===== config.mk =====
export PLATFORM = sky130hd
export DESIGN_NAME = key_press_classifier_flat
export DESIGN_NICKNAME = d
export VERILOG_FILES = /design/src/rtl/core/kpc_pkg.sv /design/src/rtl/core/kpc_key_if.sv /design/src/rtl/core/kpc_state_if.sv /design/src/rtl/core/kpc_cfg_regs.sv /design/src/rtl/core/kpc_fsm.sv /design/src/rtl/core/key_press_classifier.sv /design/src/flat_wrapper.sv
export SDC_FILE = /design/constraint.sdc
export NUM_CORES = 1
export LEC_CHECK = 0
export ABC_AREA = 1
export BUFFER_PORTS_ARGS = -buffer_cell sky130_fd_sc_hd__buf_2
export CAP_MARGIN = 20
export CORE_MARGIN = 1
export CORE_UTILIZATION = 57
export CTS_BUF_LIST = sky130_fd_sc_hd__clkbuf_8
export DETAILED_ROUTE_END_ITERATION = 8
export PLACE_DENSITY_LB_ADDON = 0.1
export SETUP_SLACK_MARGIN = 0.2
export SKIP_LAST_GASP = 1
export SLEW_MARGIN = 15
export SYNTH_ARGS = -nofsm -noshare
export SYNTH_HDL_FRONTEND = slang
export SYNTH_SLANG_ARGS = --single-unit

===== constraint.sdc =====
create_clock -name clk_i -period 3.1 [get_ports clk_i]
set_input_delay 0.31 -clock clk_i [delete_from_list [all_inputs] [get_ports clk_i]]
set_output_delay 0.31 -clock clk_i [all_outputs]
set_load 0.01 [all_outputs]

===== src/rtl/core/kpc_pkg.sv =====
`default_nettype none

package kpc_pkg;

  // Run counter width default
  localparam int COUNT_BITS_DEF = 8;

  // Configuration register file
  localparam int CFG_W  = 8;
  localparam int APB_DW = 32;
  localparam int CFG_AW = 4;

  localparam logic [CFG_W-1:0] PRESS_DEB_RST   = 8'd2;
  localparam logic [CFG_W-1:0] RELEASE_DEB_RST = 8'd2;
  localparam logic [CFG_W-1:0] LONG_PRESS_RST  = 8'd100;
  localparam logic [CFG_W-1:0] REPEAT_RST      = 8'd20;

  typedef enum logic [1:0] {
    REG_PRESS_DEB   = 2'd0,
    REG_RELEASE_DEB = 2'd1,
    REG_LONG_PRESS  = 2'd2,
    REG_REPEAT      = 2'd3
  } reg_idx_e;

  typedef enum logic [2:0] {
    PH_WAIT    = 3'd0,
    PH_SHORT   = 3'd1,
    PH_LONG    = 3'd2,
    PH_REPEAT  = 3'd3,
    PH_RELEASE = 3'd4
  } phase_e;

  typedef enum logic [2:0] {
    KS_RELEASED    = 3'd0,
    KS_SHORT       = 3'd1,
    KS_LONG_WAIT   = 3'd2,
    KS_LONG        = 3'd3,
    KS_REPEAT_WAIT = 3'd4,
    KS_REPEAT      = 3'd5
  } key_state_e;

  typedef struct packed {
    logic [CFG_W-1:0] press_debounce_count;
    logic [CFG_W-1:0] release_debounce_count;
    logic [CFG_W-1:0] long_press_count;
    logic [CFG_W-1:0] repeat_press_count;
  } kpc_cfg_t;

  typedef struct packed {
    key_state_e prev;
    key_state_e cur;
  } key_pair_t;

endpackage

`default_nettype wire


===== src/rtl/core/kpc_key_if.sv =====
`default_nettype none

interface kpc_key_if;
  logic valid;
  logic ready;
  logic key_down;

  modport source (output valid, output key_down, input ready);
  modport sink (input valid, input key_down, output ready);
endinterface

`default_nettype wire


===== src/rtl/core/kpc_state_if.sv =====
`default_nettype none

interface kpc_state_if;
  logic       valid;
  logic       ready;
  logic [2:0] previous_key_state;
  logic [2:0] current_key_state;

  modport source (output valid, output previous_key_state, output current_key_state,
                  input ready);
  modport sink (input valid, input previous_key_state, input current_key_state,
                output ready);
endinterface

`default_nettype wire


===== src/rtl/core/kpc_cfg_regs.sv =====
`default_nettype none

module kpc_cfg_regs (
  input  logic                           clk_i,
  input  logic                           rst_ni,
  input  logic                           psel,
  input  logic                           penable,
  input  logic                           pwrite,
  input  logic [kpc_pkg::CFG_AW-1:0]     paddr,
  input  logic [kpc_pkg::APB_DW-1:0]     pwdata,
  output logic [kpc_pkg::APB_DW-1:0]     prdata,
  output logic                           pready,
  output kpc_pkg::kpc_cfg_t              cfg_o
);
  import kpc_pkg::*;

  kpc_cfg_t cfg_q;
  reg_idx_e idx;
  logic     wr_en;

  // word address, byte lanes ignored
  assign idx   = reg_idx_e'(paddr[CFG_AW-1:2]);
  assign wr_en = psel && penable && pwrite;
  assign pready = 1'b1;

  always_ff @(posedge clk_i or negedge rst_ni) begin
    if (!rst_ni) begin
      cfg_q.press_debounce_count   <= PRESS_DEB_RST;
      cfg_q.release_debounce_count <= RELEASE_DEB_RST;
      cfg_q.long_press_count       <= LONG_PRESS_RST;
      cfg_q.repeat_press_count     <= REPEAT_RST;
    end else if (wr_en) begin
      unique case (idx)
        REG_PRESS_DEB:   cfg_q.press_debounce_count   <= pwdata[CFG_W-1:0];
        REG_RELEASE_DEB: cfg_q.release_debounce_count <= pwdata[CFG_W-1:0];
        REG_LONG_PRESS:  cfg_q.long_press_count       <= pwdata[CFG_W-1:0];
        REG_REPEAT:      cfg_q.repeat_press_count     <= pwdata[CFG_W-1:0];
        default: ;
      endcase
    end
  end

  always_comb begin
    prdata = '0;
    unique case (idx)
      REG_PRESS_DEB:   prdata = APB_DW'(cfg_q.press_debounce_count);
      REG_RELEASE_DEB: prdata = APB_DW'(cfg_q.release_debounce_count);
      REG_LONG_PRESS:  prdata = APB_DW'(cfg_q.long_press_count);
      REG_REPEAT:      prdata = APB_DW'(cfg_q.repeat_press_count);
      default:         prdata = '0;
    endcase
  end

  assign cfg_o = cfg_q;

endmodule

`default_nettype wire


===== src/rtl/core/kpc_fsm.sv =====
`default_nettype none

module kpc_fsm #(
  parameter int CountBits = kpc_pkg::COUNT_BITS_DEF
) (
  input  logic               clk_i,
  input  logic               rst_ni,
  input  logic               step_i,
  input  logic               key_down_i,
  input  kpc_pkg::kpc_cfg_t  cfg_i,
  output kpc_pkg::key_pair_t report_o
);
  import kpc_pkg::*;

  // compare wide enough for both the counter and an 8-bit threshold
  localparam int CmpW = (CountBits > CFG_W) ? CountBits : CFG_W;

  phase_e               phase_q, phase_d;
  logic [CountBits-1:0] level_q, level_d, hold_q, hold_d;
  logic [CountBits-1:0] level_inc, hold_inc;
  key_pair_t            report_q, report_d;
  logic [CFG_W-1:0]     hold_limit;
  logic                 press_hit, release_hit, hold_hit;

  // saturating increments
  assign level_inc = (&level_q) ? level_q : level_q + 1'b1;
  assign hold_inc  = (&hold_q) ? hold_q : hold_q + 1'b1;

  assign hold_limit = (phase_q == PH_SHORT) ? cfg_i.long_press_count
                                            : cfg_i.repeat_press_count;

  assign press_hit   = CmpW'(level_inc) >= CmpW'(cfg_i.press_debounce_count);
  assign release_hit = CmpW'(level_inc) >= CmpW'(cfg_i.release_debounce_count);
  assign hold_hit    = CmpW'(hold_inc) >= CmpW'(hold_limit);

  // next state: phase and run counters
  always_comb begin
    phase_d = phase_q;
    level_d = level_q;
    hold_d  = hold_q;
    unique case (phase_q) inside
      PH_WAIT: begin
        hold_d = '0;
        if (key_down_i) begin
          if (press_hit) begin
            level_d = '0;
            phase_d = PH_SHORT;
          end else begin
            level_d = level_inc;
          end
        end else begin
          level_d = '0;
        end
      end
      PH_SHORT, PH_LONG, PH_REPEAT: begin
        if (!key_down_i) begin
          hold_d = '0;
          if (release_hit) begin
            level_d = '0;
            phase_d = PH_RELEASE;
          end else begin
            level_d = level_inc;
          end
        end else begin
          level_d = '0;
          if (hold_hit) begin
            hold_d  = '0;
            phase_d = (phase_q == PH_SHORT) ? PH_LONG : PH_REPEAT;
          end else begin
            hold_d = hold_inc;
          end
        end
      end
      default: begin
        level_d = '0;
        hold_d  = '0;
        phase_d = PH_WAIT;
      end
    endcase
  end

  // reported state pair
  always_comb begin
    report_d = report_q;
    unique case (phase_q)
      PH_WAIT: begin
        if (key_down_i && press_hit) begin
          report_d = '{prev: KS_RELEASED, cur: KS_SHORT};
        end
      end
      PH_SHORT: begin
        if (!key_down_i && release_hit) begin
          report_d = '{prev: KS_SHORT, cur: KS_RELEASED};
        end else if (key_down_i && hold_hit) begin
          report_d = '{prev: KS_LONG_WAIT, cur: KS_LONG};
        end else begin
          report_d = '{prev: KS_SHORT, cur: KS_LONG_WAIT};
        end
      end
      PH_LONG: begin
        if (!key_down_i && release_hit) begin
          report_d = '{prev: KS_LONG, cur: KS_RELEASED};
        end else if (key_down_i && hold_hit) begin
          report_d = '{prev: KS_REPEAT_WAIT, cur: KS_REPEAT};
        end else begin
          report_d = '{prev: KS_LONG, cur: KS_REPEAT_WAIT};
        end
      end
      PH_REPEAT: begin
        if (!key_down_i && release_hit) begin
          report_d = '{prev: KS_REPEAT_WAIT, cur: KS_RELEASED};
        end else if (key_down_i && hold_hit) begin
          report_d = '{prev: KS_REPEAT_WAIT, cur: KS_REPEAT};
        end else begin
          report_d = '{prev: KS_REPEAT, cur: KS_REPEAT_WAIT};
        end
      end
      default: begin
        report_d = '{prev: KS_RELEASED, cur: KS_RELEASED};
      end
    endcase
  end

  always_ff @(posedge clk_i or negedge rst_ni) begin
    if (!rst_ni) begin
      phase_q  <= PH_WAIT;
      level_q  <= '0;
      hold_q   <= '0;
      report_q <= '{prev: KS_RELEASED, cur: KS_RELEASED};
    end else if (step_i) begin
      phase_q  <= phase_d;
      level_q  <= level_d;
      hold_q   <= hold_d;
      report_q <= report_d;
    end
  end

  assign report_o = report_q;

`ifndef NO_ASSERTIONS
  // hold run is always clear while waiting for a press
  a_wait_hold_clear: assert property (@(posedge clk_i) disable iff (!rst_ni)
    (phase_q == PH_WAIT) |-> (hold_q == '0))
    else $error("hold run not clear in wait phase");

  // release phase is entered with both runs cleared
  a_release_clear: assert property (@(posedge clk_i) disable iff (!rst_ni)
    (phase_q == PH_RELEASE) |-> (level_q == '0 && hold_q == '0))
    else $error("run counters not clear in release phase");

  // release lasts one step and reports released/released
  a_release_one_step: assert property (@(posedge clk_i) disable iff (!rst_ni)
    (step_i && phase_q == PH_RELEASE) |=>
      (phase_q == PH_WAIT && report_q.prev == KS_RELEASED && report_q.cur == KS_RELEASED))
    else $error("release phase did not return to wait");

  // from a pressed phase, current state goes to released exactly on release
  a_pressed_report: assert property (@(posedge clk_i) disable iff (!rst_ni)
    (step_i && (phase_q == PH_SHORT || phase_q == PH_LONG || phase_q == PH_REPEAT)) |=>
      ((report_q.cur == KS_RELEASED) == (phase_q == PH_RELEASE)))
    else $error("released report does not match release phase");

  // nothing moves without a step
  a_no_step_hold: assert property (@(posedge clk_i) disable iff (!rst_ni)
    !step_i |=> ($stable(phase_q) && $stable(report_q) && $stable(level_q)))
    else $error("state changed without a step");
`endif

endmodule

`default_nettype wire


===== src/rtl/core/key_press_classifier.sv =====
// Key press classifier: one sampled key level per request on key_i, one
// request per scan tick, and for every accepted sample exactly one result on
// state_o carrying the previous and current key state codes (0 released,
// 1 short, 2 long wait, 3 long, 4 repeat wait, 5 repeat). A press is confirmed
// after press_debounce_count consecutive down samples, a long press after
// long_press_count further held samples, then a repeat every
// repeat_press_count held samples; release_debounce_count consecutive up
// samples give a one-sample release phase and the block goes back to waiting.
// The block takes one sample per clock cycle while state_o is not stalled. A
// sample is first captured in an input register and is classified when it
// moves on from there (held back while the result is stalled), when the phase
// and run counters are updated and the result register loads. The rate is set
// by the update of the phase/counter state, which each sample reads and
// writes. The four thresholds sit at byte addresses 0, 4, 8 and 12 of the APB
// port and must only be written while no samples are in flight.
`default_nettype none

module key_press_classifier #(
  parameter int CountBits = kpc_pkg::COUNT_BITS_DEF
) (
  input  logic                       clk_i,
  input  logic                       rst_ni,
  kpc_key_if.sink                    key_i,
  kpc_state_if.source                state_o,
  input  logic                       psel,
  input  logic                       penable,
  input  logic                       pwrite,
  input  logic [kpc_pkg::CFG_AW-1:0] paddr,
  input  logic [kpc_pkg::APB_DW-1:0] pwdata,
  output logic [kpc_pkg::APB_DW-1:0] prdata,
  output logic                       pready
);
  import kpc_pkg::*;

  kpc_cfg_t  cfg;
  key_pair_t report;

  // input stage
  logic in_valid_q, in_valid_d;
  logic key_q;
  // result stage valid; payload is the classifier's state pair register
  logic out_valid_q, out_valid_d;

  logic accept;
  logic advance;

  // a captured sample moves on whenever the result slot is free or draining
  assign advance     = in_valid_q && (!out_valid_q || state_o.ready);
  assign key_i.ready = !in_valid_q || advance;
  assign accept      = key_i.valid && key_i.ready;

  always_comb begin
    in_valid_d = in_valid_q;
    if (accept) begin
      in_valid_d = 1'b1;
    end else if (advance) begin
      in_valid_d = 1'b0;
    end
  end

  always_comb begin
    out_valid_d = out_valid_q;
    if (advance) begin
      out_valid_d = 1'b1;
    end else if (state_o.ready) begin
      out_valid_d = 1'b0;
    end
  end

  always_ff @(posedge clk_i or negedge rst_ni) begin
    if (!rst_ni) begin
      in_valid_q  <= 1'b0;
      out_valid_q <= 1'b0;
    end else begin
      in_valid_q  <= in_valid_d;
      out_valid_q <= out_valid_d;
    end
  end

  // sample payload, no reset needed
  always_ff @(posedge clk_i) begin
    if (accept) begin
      key_q <= key_i.key_down;
    end
  end

  kpc_cfg_regs u_cfg (
    .clk_i   (clk_i),
    .rst_ni  (rst_ni),
    .psel    (psel),
    .penable (penable),
    .pwrite  (pwrite),
    .paddr   (paddr),
    .pwdata  (pwdata),
    .prdata  (prdata),
    .pready  (pready),
    .cfg_o   (cfg)
  );

  // the state pair only changes on a step, so it holds while the result stalls
  kpc_fsm #(
    .CountBits (CountBits)
  ) u_fsm (
    .clk_i      (clk_i),
    .rst_ni     (rst_ni),
    .step_i     (advance),
    .key_down_i (key_q),
    .cfg_i      (cfg),
    .report_o   (report)
  );

  assign state_o.valid              = out_valid_q;
  assign state_o.previous_key_state = report.prev;
  assign state_o.current_key_state  = report.cur;

endmodule

`default_nettype wire


===== src/flat_wrapper.sv =====
// flat-port wrapper written by rule: the top's interface ports become plain ports
module key_press_classifier_flat import kpc_pkg::*;
#(
  parameter int CountBits = kpc_pkg::COUNT_BITS_DEF
)
  (clk_i, rst_ni, psel, penable, pwrite, paddr, pwdata, prdata, pready, key_i_valid, key_i_key_down, key_i_ready, state_o_valid, state_o_previous_key_state, state_o_current_key_state, state_o_ready);
  kpc_key_if key_i_i ();
  kpc_state_if state_o_i ();
  input  logic clk_i;
  input  logic rst_ni;
  input  logic psel;
  input  logic penable;
  input  logic pwrite;
  input  logic [kpc_pkg::CFG_AW-1:0] paddr;
  input  logic [kpc_pkg::APB_DW-1:0] pwdata;
  output logic [kpc_pkg::APB_DW-1:0] prdata;
  output logic pready;
  input wire logic [$bits(key_i_i.valid)-1:0] key_i_valid;
  input wire logic [$bits(key_i_i.key_down)-1:0] key_i_key_down;
  output wire logic [$bits(key_i_i.ready)-1:0] key_i_ready;
  output wire logic [$bits(state_o_i.valid)-1:0] state_o_valid;
  output wire logic [$bits(state_o_i.previous_key_state)-1:0] state_o_previous_key_state;
  output wire logic [$bits(state_o_i.current_key_state)-1:0] state_o_current_key_state;
  input wire logic [$bits(state_o_i.ready)-1:0] state_o_ready;
  assign key_i_i.valid = key_i_valid;
  assign key_i_i.key_down = key_i_key_down;
  assign key_i_ready = key_i_i.ready;
  assign state_o_valid = state_o_i.valid;
  assign state_o_previous_key_state = state_o_i.previous_key_state;
  assign state_o_current_key_state = state_o_i.current_key_state;
  assign state_o_i.ready = state_o_ready;
  key_press_classifier #(.CountBits(CountBits)) u_core (.clk_i(clk_i), .rst_ni(rst_ni), .key_i(key_i_i), .state_o(state_o_i), .psel(psel), .penable(penable), .pwrite(pwrite), .paddr(paddr), .pwdata(pwdata), .prdata(prdata), .pready(pready));
endmodule

Word-level counts from Yosys, hierarchy flattened --
Cells that the tools add are included.
Word-level totals: register bits after elaboration 60, output and inout port bits 41, logic and storage cells 84, bits of input ports 44
Cells by class: equal/unequal tests 11, magnitude comparators 3, multiplexer cells 31, reduce and logical (&&, ||, !) cells 25, add/subtract/negate cells 2
Operator list (number):
- $pmux W32 S4 | 1
- $mux W8 | 10
- $ge A8 B8 Y1 | 3
- $pmux W6 S4 | 1
- $mux W6 | 3
- $add A8 B1 Y8 const B | 2
- $pmux W8 S2 | 1
- $reduce_and A8 Y1 | 2
- $mux W3 | 5
- $mux W5 | 2
- $reduce_and A2 Y1 | 5
- $mux W4 | 2
- $logic_and A1 B1 Y1 | 7
- $eq A3 B2 Y1 const B | 2
- $pmux W3 S2 | 1
- $mux W1 | 5
- $reduce_and A5 Y1 | 1
- $eq A2 B2 Y1 const B | 2
- $ne A2 B1 Y1 const B | 2
- $reduce_bool A2 Y1 | 2
- $eq A3 B1 Y1 const B | 1
- $logic_not A1 Y1 | 3
- $logic_not A3 Y1 | 1
- $ne A3 B2 Y1 const B | 1
- other kinds (6) | 7

Logic depth before layout (Yosys ltp) --
Gate-level depths: netlist (run 1).
word-level depth 7, depth in mapped cells 19, depth with buffers taken out 19

By module --
Synthesis (run 1) repeated with hierarchy kept, for this count alone.
Unflattened totals: cell total of the unflattened synthesis 559, area, all modules 4186.5 µm²
By module, submodules not included:
- kpc_fsm | instances 1, cells each 325, area each 2284.7 µm², seq. area each 625.6 µm²
- kpc_cfg_regs | instances 1, cells each 221, area each 1776.7 µm², seq. area each 809.5 µm²
- key_press_classifier | instances 1, cells each 13, area each 125.1 µm², seq. area each 80.1 µm²

Worst setup path before layout (run 1) --
OpenSTA, ideal clock, no wires.
path type flip-flop to flip-flop, from reg u_core.u_fsm.level_q[0], to reg u_core.u_fsm.phase_q[0], required time 2.977 ns, period minus slack after synthesis 2.518 ns, setup slack 0.582 ns, library setup time 0.123 ns, path buffers 1, cell stages (with the launch flop) 19, arrival 2.395 ns, cell sequence dfrtp_1 > ha_1 > nand2_2 > nor3_4 > nand2_4 > or2_1 > o21ai_2 > inv_1 > ha_1 > nand2_1 > nand2_1 > nand2_1 > nand2_1 > nand2_1 > nand4_1 > nand2_1 > buf_2 > o21ai_0 > nand2_1
On the way: longest elaborated chain between the ends 5, elaborated cells on any way between the ends 8, those cells by class 1 x add/sub; 2 x order compare; 2 x eq/ne; 1 x mux; 2 x reduce/logical
Ends and longest elaborated chain:
- start, declared | RTL line kpc_fsm.sv:19 | logic [CountBits-1:0] level_q, level_d, hold_q, hold_d;
- start signal, assigned | RTL line kpc_fsm.sv:132 | level_q <= level_d;
- $add A8 B1 Y8 or $reduce_and A8 Y1 (tied branches) | RTL line kpc_fsm.sv:26 | assign level_inc = (&level_q) ? level_q : level_q + 1'b1;
- $mux W8 (*) | RTL line kpc_fsm.sv:26
- $ge A8 B8 Y1, on equally long branches | RTL line kpc_fsm.sv:33, kpc_fsm.sv:32
- $ne A3 B2 Y1 (no source line) or $ne A2 B2 Y1 (tied branches)
- $reduce_and A5 Y1 (no source line) (*)
- end signal, assigned | RTL line kpc_fsm.sv:131 | phase_q <= phase_d;
- end, declared | RTL line kpc_fsm.sv:18 | phase_e phase_q, phase_d;
Every way passes the cells marked *; elsewhere a longest branch is shown, timed or not. A chain may end at the register's enable or synchronous reset.

Final worst setup path (run 1) --
from reg u_core.u_fsm.level_q[0], to reg u_core.u_fsm.report_q (netlist bit u_core.u_fsm.report_o[3])
On the way: longest elaborated chain between the ends 6, elaborated cells on any way between the ends 13, those cells by class 1 x add/sub; 2 x order compare; 1 x eq/ne; 5 x mux; 4 x reduce/logical
Ends and longest elaborated chain:
- $add A8 B1 Y8 or $reduce_and A8 Y1 (tied branches) | RTL line kpc_fsm.sv:26
- $mux W8 (*) | RTL line kpc_fsm.sv:26
- $ge A8 B8 Y1, on equally long branches | RTL line kpc_fsm.sv:33, kpc_fsm.sv:32
- $logic_and A1 B1 Y1, on equally long branches
- $mux W4 (tied with other cells) | RTL line kpc_fsm.sv:110 | if (!key_down_i && release_hit) begin
- $pmux W6 S4 or $reduce_and A2 Y1 (tied branches)
- end signal, assigned | RTL line kpc_fsm.sv:129 | report_q <= '{prev: KS_RELEASED, cur: KS_RELEASED};
- end signal, assigned | RTL line kpc_fsm.sv:134 | report_q <= report_d;
- end, declared | RTL line kpc_fsm.sv:21 | key_pair_t report_q, report_d;
Marked as above.

==> results of run 1 <==
==> through the flow <==
stage / utilization / instances / power, uW
after global routing: 0.677 / 647 / 3250
after floorplan: - / 538 / 1910
after global placement: 0.622 / 618 / 2160
after detailed placement: 0.622 / 618 / 2210
final: 0.677 / 647 / 3020
after CTS: 0.655 / 635 / 2950
==> area by class of cell <==
class / instances / area share
Timing Repair Buffer: 49 / 0.0666
Multi-Input combinational cell: 377 / 0.460
Sequential cell: 60 / 0.346
Clock buffer: 11 / 0.0346
Inverter: 68 / 0.0583
Clock inverter: 5 / 0.0117
Tap cell: 77 / 0.0220
==> logic make-up (layout without fill, tap and decap cells) <==
kind of cell,after synthesis,in the layout,share of synthesized area
buf+inv,101,133,0.123
fa+ha+maj,26,26,0.0841
compound gates,82,82,0.120
flops,60,60,0.392
simple gates,232,232,0.250
other cells,2,25,0.00194
xor+xnor,7,7,0.0159
mux,5,5,0.0133
==> power groups by stage <==
stage	sequential, uW	clock [uW]	combinational [uW]
3_5_place_dp	1110	0	1110
5_1_grt	1110	770	1370
2_1_floorplan	1090	0	819
6_report	1090	725	1200
3_3_place_gp	1100	0	1060
4_1_cts	1090	742	1110
==> metal layers <==
layer  vias up  track usage  part of all wire
li1       1704            -                 -
met1      1581        0.324              0.46
met2        71        0.430              0.49
met3        15       0.0334             0.027
met4         0        0.108             0.021
met5         -            0                 0
==> what timing repair did <==
action	in CTS	in global routing
endpoints found under the setup margin	0	25
hold buffers	1	0
resized for setup	0	12
buffers inserted	0	12
hold endpoints to repair	5	0
==> worst max path at each step <==
stage / cells after the start / endpoint / slack [ns] / start
floorplan: 18 / u_core.u_fsm.phase_q[0] / 0.58 / u_core.u_fsm.level_q[0]
global placement: 18 / u_core.u_fsm.report_o[3] / 0.39 / u_core.u_fsm.level_q[0]
CTS: 18 / u_core.u_fsm.phase_q[2] / 0.28 / u_core.u_fsm.level_q[0]
detailed placement: 18 / u_core.u_fsm.phase_q[2] / 0.29 / u_core.u_fsm.level_q[0]
finish: 18 / u_core.u_fsm.report_o[3] / 0.37 / u_core.u_fsm.level_q[0]
global route: 16 / u_core.u_fsm.hold_q[7] / 0.14 / u_core.u_fsm.hold_q[1]
==> critical path: cells and delay by family (launching register included) <==
family          cells  cell delay (ns)
fa+ha+maj           2             0.51
flops               1             0.38
compound gates      1             0.08
simple gates       13             1.47
buf+inv             2             0.20
==> synthesized netlist by cell type, types with 4 or more instances <==
cell	number	share of area
inv_1	65	0.063
buf_4	25	0.049
mux2i_1	4	0.010
a221oi_1	4	0.0091
ha_1	26	0.084
dfrtp_1	52	0.34
o21ai_0	53	0.069
nor2_2	5	0.0081
nor2_1	23	0.022
xor2_1	5	0.011
dfstp_2	7	0.048
clkbuf_1	6	0.0058
a22oi_1	4	0.0078
nand2_1	172	0.17
nand3_1	16	0.021
a21oi_1	10	0.013
==> registers in the layout, indices dropped and copies added (netlist names) <==
| name | cells |
|---|---|
| u_core.u_cfg.cfg_o | 32 |
| u_core.u_fsm.hold_q | 8 |
| u_core.u_fsm.level_q | 8 |
| u_core.u_fsm.report_o | 6 |
| u_core.u_fsm.phase_q | 3 |
| u_core.in_valid_q | 1 |
| u_core.key_q | 1 |
| u_core.state_o.valid | 1 |
==> qor.csv, run 1 <==
stage,metric,value,unit
outcome,status,finished with violations,
outcome,failing checks,DRC,
clocking,clock sinks,60,
placed_design,RePlAce Congestion,0.843,
pwr,Switching Share,0.393,
synth,synthesized area per cell,7.51,um2
global_route,pin count of the biggest net entering global routing,35,
sta,Final Cycle Share,0.880,
sta,worst rel slew slack,0.465,
setup_path,Worst Setup End Kind,register,
routing,average routed wire per standard cell,13.2,um
clocking,"Clk Latency, worst-skew pair",0.33,ns
synth,Yosys reg bits,60,
placed_design,number of port buffers,33,
sta,Clock Skews,0.00735,ns
synth,number of synthesized flops with an enable pin,1,
final_layout,Layout Nets,635,
sta,Fin Hold WS,0.152,ns
setup_path,WP data required,3.32,ns
synth,sequential share of the synthesized area,0.392,
sta,Max Clk Rate,0.366,GHz
final_layout,area of the multi-input gates,0.00201,mm2
final_layout,share of post-route cells with drive strength above 1,0.167,
clocking,Max H-tree Level,3,
hold_path,beginning of the worst hold path,key_i_key_down,
setup_path,"reg-to-reg slack, setup",0.37,ns
sta,worst setup margin,0.371,ns
floorplan,IO Count,85,
global_route,initial antenna violation count,0,
synth,yosys warns,0,
routing,Detailed Routing Iterations Pass 1,6,
sta,setup_tns,0,ns
pwr,clock power share,0.240,
pwr,P_int,1830,uW
routing,Routed WL,8560,um
clocking,Clock transition at path regs,0.07,ns
setup_path,Worst Path Max Fanout,9,
synth,Gate Count Post-Synth,515,
clocking,total CTS buffers,9,
setup_path,"Arr. time, crit path",2.95,ns
hold_path,hold path endpoint,u_core.key_q,
setup_path,RR Endpoint,u_core.u_fsm.report_o[3],
floorplan,width of the die,84.4,um
synth,Mapped Area,0.00387,mm2
sta,unrepaired setup endpoints after global routing,false,
pwr,Pleak,0.00243,uW
final_layout,Fillers,558,
global_route,vias in the first global route,3160,
pwr,power density of the placed cells,690,mW/mm2
sta,min Tclk post-route,2.73,ns
pwr,maximum VDD drop,0.467,mV
pwr,part of the power in combinational logic,0.399,
synth,Yosys cell types,39,
setup_path,CP peak stage delay,0.38,ns
sta,final setup fails,0,
pwr,sequential share of power,0.361,
floorplan,Row Count,29,
final_layout,Antenna Cells,0,
final_layout,"commonest non-fill, non-tap cells in the layout","170 x nand2_1, 66 x inv_1, 53 x o21ai_0",
setup_path,Critical Path Start Type,register,
final_layout,design area,0.00438,mm2
setup_path,Reg2Reg Depth,18,
hold_path,class of the most critical hold timing path,in -> reg,
placed_design,placement-stage cell area,0.00402,mm2
clocking,CTS tree,done,
setup_path,reg2reg start,u_core.u_fsm.level_q[0],
floorplan,effective utilization at floorplan,0.599,
hold_path,hold path cells,1,
setup_path,most frequent CP cell,nand2_1,
global_route,GRT Overall Usage,0.252,
sta,final hold violation count,0,
pwr,NetSw,1190,uW
sta,Tightest Pin Transition,0.799,ns
routing,vias per std cell,5.21,
floorplan,Core ar.,0.00646,mm2
placed_design,dpl hpwl,6260,um
setup_path,worst path cell trace,ha_2 -> nand2_2 -> nor3_4 -> nand2_4 -> or2_1 -> o21ai_2 -> inv_1 -> ha_1 -> nand2_1 -> nand2_1 -> nand2_1 -> nand2_1 -> nand2_1 -> nand4_1 -> nand2_2 -> inv_1 -> nand3_1 -> nand2_1,
global_route,first-pass GRT wire length,14100,um
job,max_cap viols,0,
final_layout,"most common cell after layout, fill and taps aside",nand2_1,
final_layout,Area Overhead vs Synth,13.1,%
floorplan,Die ar.,0.00712,mm2
setup_path,Critical-path top delay cell,dfrtp_1,
routing,drt drc,13,
setup_path,CP Class,reg -> reg,
floorplan,die height,84.4,um
routing,via count,3371,
synth,Async SR Flop Fraction,0.983,
routing,"antenna viol nets, final",0,
sta,Final Max Slew Viols,0,
routing,Starting DRT DRC Count,182,
global_route,GRT overflow,0,
clocking,CTS max path bufs,2,
clocking,CTS Root Buffer Type,clkbuf_8,
placed_design,"worst slack, placed",0.288,ns
final_layout,register area,0.00152,mm2
synth,Post-synth top flop,dfrtp_1,
Note: power is estimated with default switching activity, not from simulation.
==> run 2, diff against run 1 <==
- ABC_AREA: 1 -> default
==> run 2 against run 1 <==
- the run still ends with DRC left
- final area up 4.0%
- register-to-register slack worse by 0.07 ns
- non-clock buffer count up 6
- via count down 7.7%
- clock power down 12%
- flip-flop and latch count unchanged
- core utilization up 2.3 points
- wire length up 3.9%
- sequential share of layout area down 1.3 points
- setup slack worse by 0.069 ns
- first-iteration DRC count up 15%
- cell count down 18%
- largest power group unchanged
==> qor.csv, run 2 <==
stage,metric,value,unit,change
synth,Synth top area share,0.332,,-0.00493
sta,worst rel slew slack,0.380,,-0.0855
hold_path,class of the most critical hold timing path,in -> async,,
sta,final setup fails,0,,unchanged
setup_path,Worst Setup End Kind,register,,
sta,Clock Skews,0.0100,ns,+0.00270 ns
setup_path,worst setup path start,u_core.u_fsm.hold_q[5],,
final_layout,share of post-route cells with drive strength above 1,0.337,,+0.170
setup_path,"reg-to-reg slack, setup",0.30,ns,-0.07 ns
placed_design,dpl hpwl,6100,um,-2.5%
synth,synth top area cells,"dfrtp_1 33%, ha_1 8.3%, mux2_2 5.7%",,
global_route,initial antenna violation count,0,,unchanged
floorplan,Row Count,29,,unchanged
final_layout,max reg flops,32,,unchanged
pwr,P_int,1880,uW,+2.3%
setup_path,CP Class,reg -> reg,,
pwr,overall power,3030,uW,+0.46%
pwr,power density of the placed cells,666,mW/mm2,-3.4%
setup_path,Top delay family on crit path,compound AO/OA/AOI/OAI gates,,
sta,final hold violation count,0,,unchanged
pwr,sequential share of power,0.356,,-0.005
pwr,Switching Share,0.382,,-0.0109
routing,Detailed Routing Iterations Pass 1,6,,unchanged
sta,Tightest Pin Transition,0.931,ns,+0.131 ns
setup_path,Reg2Reg Depth,13,,-5
sta,Fin Hold WS,0.0980,ns,-0.0544 ns
placed_design,number of port buffers,33,,unchanged
global_route,GRT overflow,0,,unchanged
clocking,CTS Root Buffer Type,clkbuf_8,,
global_route,pin count of the biggest net entering global routing,42,,+20%
outcome,failing checks,DRC,,
pwr,maximum VDD drop,0.426,mV,-8.9%
sta,min Tclk post-route,2.80,ns,+0.0692 ns
final_layout,Layout Nets,519,,-18%
synth,"count leader, synth",dfrtp_1,,
floorplan,IO Count,85,,unchanged
setup_path,WP data required,3.34,ns,+0.02 ns
sta,setup_tns,0,ns,unchanged
setup_path,Critical-path top delay cell,dfrtp_1,,
synth,Post-synth top flop,dfrtp_1,,
setup_path,Critical Path Start Type,register,,
setup_path,most frequent CP cell,o21ai_2,,
synth,synthesized area per cell,9.84,um2,+31%
clocking,Clock transition at path regs,0.07,ns,about the same
clocking,CTS tree,done,,
synth,Yosys cell types,63,,+62%
setup_path,"Arr. time, crit path",3.04,ns,+0.09 ns
floorplan,effective utilization at floorplan,0.604,,+0.00552
clocking,CTS max path bufs,2,,unchanged
synth,Mapped Area,0.00393,mm2,+1.5%
floorplan,width of the die,85.0,um,+0.72%
final_layout,Area Overhead vs Synth,16.0,%,
clocking,Max H-tree Level,3,,unchanged
setup_path,Critical Path Sink,u_core.u_fsm.report_o[4],,
global_route,first-pass GRT wire length,14300,um,+1.1%
synth,sequential share of the synthesized area,0.386,,-0.00574
synth,dominant cell type by area after synthesis,dfrtp_1,,
synth,Gate Count Post-Synth,399,,-23%
synth,Async SR Flop Fraction,0.983,,unchanged
sta,Max Clk Rate,0.357,GHz,-2.5%
routing,Starting DRT DRC Count,209,,+15%
synth,Yosys reg bits,60,,unchanged
sta,unrepaired setup endpoints after global routing,false,,
floorplan,Core ar.,0.00649,mm2,+0.56%
setup_path,crit path buf inv count,1,,-1
final_layout,Fillers,506,,-9.3%
placed_design,RePlAce Congestion,0.831,,-1.4%
synth,number of synthesized flops with an enable pin,1,,unchanged
setup_path,reg2reg start,u_core.u_fsm.hold_q[5],,
global_route,GRT Overall Usage,0.258,,+0.00604
routing,"antenna viol nets, final",0,,unchanged
routing,drt drc,5,,-8
floorplan,die height,85.0,um,+0.72%
sta,Final Cycle Share,0.903,,+0.0223
global_route,vias in the first global route,2877,,-9.0%
setup_path,critical path depth in cells,13,,-5
pwr,Pleak,0.00210,uW,-13%
pwr,NetSw,1160,uW,-2.3%
clocking,total CTS buffers,9,,unchanged
routing,via count,3110,,-7.7%
synth,Synth top cells by count,"52 x dfrtp_1, 50 x nand2_1, 26 x buf_4, 26 x ha_1, 24 x nor2_1",,
clocking,clock sinks,60,,unchanged
setup_path,RR Endpoint,u_core.u_fsm.report_o[4],,
routing,average routed wire per standard cell,16.7,um,+27%
final_layout,Antenna Cells,0,,unchanged
routing,Routed WL,8890,um,+3.9%
synth,yosys warns,0,,unchanged
final_layout,"most common cell after layout, fill and taps aside",dfrtp_1,,
pwr,part of the power in combinational logic,0.433,,+0.034
pwr,clock power share,0.211,,-0.029
setup_path,Worst Path Max Fanout,4,,-5
outcome,status,finished with violations,,
sta,Final Max Slew Viols,0,,unchanged
clocking,"Clk Latency, worst-skew pair",0.35,ns,+0.02 ns
routing,vias per std cell,5.86,,+12%
final_layout,final core utilization,0.701,,+0.0234
floorplan,Die ar.,0.00722,mm2,+1.5%
job,max_cap viols,0,,unchanged
final_layout,"commonest non-fill, non-tap cells in the layout","49 x dfrtp_1, 48 x nand2_1, 33 x buf_2",,
setup_path,worst path cell trace,and3_4 -> nand3_2 -> o21ai_2 -> nor2_1 -> xor2_1 -> ha_1 -> a211o_1 -> buf_4 -> a21oi_1 -> o21ai_2 -> nor4b_1 -> a31o_2 -> a22o_1,,
setup_path,CP peak stage delay,0.41,ns,+0.03 ns
run 2: cell count changes after synthesis, sizes merged, moves of 5 or more:
cell	before	now
inv	68	21
mux2	1	20
nand2b	0	7
a211oi	0	6
o21ai	57	30
nand3	18	12
a21oi	10	15
buf	27	32
nand2	174	51
mux4	0	8
run 2: cell type report:
class,count,area (um2),area share
Tap cell,77,96.3,0.0212
Timing Repair Buffer,55,347,0.0761
Clock inverter,7,52.6,0.0115
Multi-Input combinational cell,302,2330,0.513
Inverter,21,78.8,0.0173
Clock buffer,9,124,0.0272
Sequential cell,60,1520,0.334
run 2: what timing repair did:
item	in CTS	in global routing
setup buffers	5	5
pin swaps	3	10
gates cloned	1	0
endpoints found under the setup margin	19	25
resized for setup	8	32
hold buffers	0	0
run 2: logic make-up (layout without fill, tap and decap cells):
family                   after synthesis  after routing  synth area share
adder cells (fa/ha/maj)               26             26            0.0829
XOR/XNOR                               4              4           0.00893
multiplexers                          35             35             0.121
buffers and inverters                 61             92            0.0896
AND/OR/NAND/NOR                      126            126             0.154
other                                  2             25           0.00191
AO/OA/AOI/OAI                         85             86             0.156
flip-flops                            60             60             0.386
run 2: worst min-delay path by stage:
stage,end,cells past startpoint,start,slack [ns]
final,u_core.u_fsm.report_o[5],1,rst_ni,0.1
after global routing,u_core.key_q,1,key_i_key_down,0.12
after CTS,u_core.key_q,1,key_i_key_down,0.13
after detailed placement,u_core.u_fsm.report_o[5],1,u_core.u_fsm.report_o[5],0.47
after global placement,u_core.u_fsm.report_o[5],1,u_core.u_fsm.report_o[5],0.45
after floorplan,u_core.in_valid_q,0,rst_ni,0.01
run 2: power groups by stage:
stage,Sequential (uW),Combinational (uW),Clock (uW)
final,1080,1310,639
after CTS,1070,1230,651
after detailed placement,1090,1150,0
after global routing,1100,1440,679
after floorplan,1090,834,0
after global placement,1080,1130,0
run 2: stage by stage:
step,worst slack (ns),instances,area [um2]
floorplan,0.210,422,4010
global placement,0.141,504,4100
detailed placement,0.0785,504,4100
CTS,0.216,526,4380
global route,0.145,531,4550
finish,0.302,531,4550
run 2: metal layers:
layer | GRT usage | share of wire | up-vias
met3 | 0.0545 | 0.044 | 16
met4 | 0.0894 | 0.017 | 0
li1 | - | - | 1480
met1 | 0.349 | 0.44 | 1516
met2 | 0.415 | 0.50 | 98
met5 | 0 | 0 | -
==> run 3, diff against run 2 <==
- CORE_UTILIZATION: 57 -> 55
- CTS_BUF_LIST: sky130_fd_sc_hd__clkbuf_8 -> default
- GPL_TIMING_DRIVEN: default -> 1
==> run 3 against run 2 <==
- the flow now finishes without violations
- sequential share of layout area hardly changed
- hold slack better by 0.042 ns
- clock-buffer cell count is 1 higher
- total power is 3.0% higher
- global-route usage is 0.29 points lower
- wire length hardly changed
- combinational power hardly changed
- critical endpoint is now u_core.u_fsm.level_q[5]
==> qor.csv, run 3 (synthesized netlist as in run 2, its figures left out) <==
stage,metric,value,unit,change
final_layout,share of post-route cells with drive strength above 1,0.319,,-0.0176
placed_design,RePlAce Congestion,0.889,,+7.0%
routing,drt drc,0,,-5
sta,min Tclk post-route,2.86,ns,+0.0590 ns
clocking,CTS tree,done,,
sta,Final Cycle Share,0.922,,+0.0190
job,max_cap viols,0,,unchanged
pwr,maximum VDD drop,0.391,mV,-8.3%
clocking,Clock transition at path regs,0.07,ns,about the same
floorplan,Die ar.,0.00748,mm2,+3.5%
final_layout,register area,0.00152,mm2,unchanged
routing,Routed WL,8890,um,about the same
floorplan,width of the die,86.5,um,+1.8%
setup_path,"Arr. time, crit path",3.09,ns,+0.05 ns
global_route,first-pass GRT wire length,14000,um,-1.9%
setup_path,Worst Setup End Kind,register,,
clocking,clock sinks,60,,unchanged
global_route,initial antenna violation count,0,,unchanged
setup_path,WP data required,3.33,ns,about the same
routing,Detailed Routing Iterations Pass 1,4,,-2
setup_path,Worst Path Max Fanout,5,,+1
routing,via count,3031,,-2.5%
final_layout,Antenna Cells,0,,unchanged
sta,Clock Skews,0.00779,ns,-0.00225 ns
global_route,vias in the first global route,2793,,-2.9%
routing,vias per std cell,5.51,,-5.9%
floorplan,IO Count,85,,unchanged
setup_path,Critical Path Sink,u_core.u_fsm.level_q[5],,
clocking,"Clk Latency, worst-skew pair",0.35,ns,about the same
clocking,Max H-tree Level,3,,unchanged
final_layout,max reg flops,32,,unchanged
outcome,status,"complete, no violations",,
sta,final setup fails,0,,unchanged
clocking,CTS max path bufs,2,,unchanged
floorplan,effective utilization at floorplan,0.575,,-0.0298
routing,average routed wire per standard cell,16.2,um,-3.5%
setup_path,"reg-to-reg slack, setup",0.24,ns,-0.06 ns
final_layout,area of the multi-input gates,0.00230,mm2,-1.6%
placed_design,placement-stage cell area,0.00414,mm2,+0.95%
setup_path,worst setup path start,u_core.u_fsm.level_q[1],,
sta,Tightest Pin Transition,0.523,ns,-0.408 ns
setup_path,Reg2Reg Depth,12,,-1
setup_path,reg2reg start,u_core.u_fsm.level_q[1],,
global_route,GRT Overall Usage,0.255,,-0.00295
clocking,CTS Root Buffer Type,clkbuf_8,,
setup_path,RR Endpoint,u_core.u_fsm.level_q[5],,
floorplan,Core ar.,0.00683,mm2,+5.2%
sta,worst rel slew slack,0.650,,+0.271
floorplan,die height,86.5,um,+1.8%
pwr,power density of the placed cells,686,mW/mm2,+2.9%
placed_design,dpl hpwl,6210,um,+1.9%
sta,Final Max Slew Viols,0,,unchanged
pwr,Pleak,0.00212,uW,+0.55%
final_layout,Area Overhead vs Synth,16.1,%,
global_route,GRT overflow,0,,unchanged
sta,unrepaired setup endpoints after global routing,true,,
sta,final hold violation count,0,,unchanged
floorplan,Row Count,30,,+3.4%
sta,Max Clk Rate,0.350,GHz,-2.1%
final_layout,Fillers,568,,+12%
final_layout,Layout Nets,519,,unchanged
hold_path,class of the most critical hold timing path,in -> reg,,
routing,"antenna viol nets, final",0,,unchanged
setup_path,Critical Path Start Type,register,,
setup_path,CP Class,reg -> reg,,
final_layout,design area,0.00456,mm2,+0.11%
placed_design,number of port buffers,33,,unchanged
final_layout,"commonest non-fill, non-tap cells in the layout","49 x nand2_1, 49 x dfrtp_1, 33 x buf_2",,
clocking,total CTS buffers,9,,unchanged
routing,Starting DRT DRC Count,132,,-37%
sta,setup_tns,0,ns,unchanged
global_route,pin count of the biggest net entering global routing,39,,-7.1%
## run 3: repair_timing
item,in CTS,in global routing
pin swaps,1,6
gates resized for setup,5,28
cloned,1,0
buffers inserted,2,5
hold buffers,1,0
setup endpoints to repair,13,25
endpoints found under the hold margin,20,0
## run 3: worst min path at each step
stage / depth (start not counted) / from / end / slack [ns]
after floorplan: 0 / rst_ni / u_core.in_valid_q / 0.01
after global placement: 1 / rst_ni / u_core.u_fsm.hold_q[3] / 0.31
after detailed placement: 1 / rst_ni / u_core.u_fsm.hold_q[3] / 0.31
after CTS: 1 / key_i_key_down / u_core.key_q / 0.13
after global routing: 1 / key_i_key_down / u_core.key_q / 0.13
final: 1 / key_i_key_down / u_core.key_q / 0.14
## run 3: final cells by class
| class | instances | share of cell area |
|---|---|---|
| inverter | 21 | 0.0173 |
| clock inverter | 6 | 0.0143 |
| timing repair buffer | 55 | 0.0766 |
| clock buffer | 10 | 0.0280 |
| tap | 96 | 0.0264 |
| sequential | 60 | 0.333 |
| multi-input combinational | 302 | 0.504 |
## run 3: per-stage QoR
| stage | hold WS [ns] | std cells | util | power [uW] | setup WS [ns] |
|---|---|---|---|---|---|
| 6_report | 0.140 | 550 | 0.667 | 3120 | 0.243 |
| 5_1_grt | 0.125 | 550 | 0.667 | 3330 | 0.169 |
| 4_1_cts | 0.128 | 545 | 0.642 | 3010 | 0.202 |
| 3_5_place_dp | 0.306 | 525 | 0.606 | 2250 | 0.111 |
| 3_3_place_gp | 0.306 | 525 | 0.606 | 2220 | 0.112 |
| 2_1_floorplan | 0.0144 | 422 | - | 1920 | 0.210 |
## run 3: routing by layer
metal | track usage | up-vias | wire (um)
li1 | - | 1475 | -
met1 | 0.335 | 1466 | 3990
met2 | 0.410 | 75 | 4440
met3 | 0.0505 | 15 | 287
met4 | 0.117 | 0 | 174
met5 | 0 | - | 0
## run 3: report_power, final
part,internal (uW),switching [uW]
sequential,969,118
combinational,636,695
clock,371,335
total,1980,1150
## run 3: worst max-delay path, stage by stage (launching register included)
cell and delay (ns):
dfrtp_1 0.42, and3_4 0.22, and2_2 0.20, nand3_1 0.11, or2_2 0.30, nand2_1 0.13
ha_1 0.23, o211ai_1 0.12, nor2_1 0.18, o21ai_4 0.12, a32oi_4 0.37, nor3_1 0.08
a211o_1 0.28
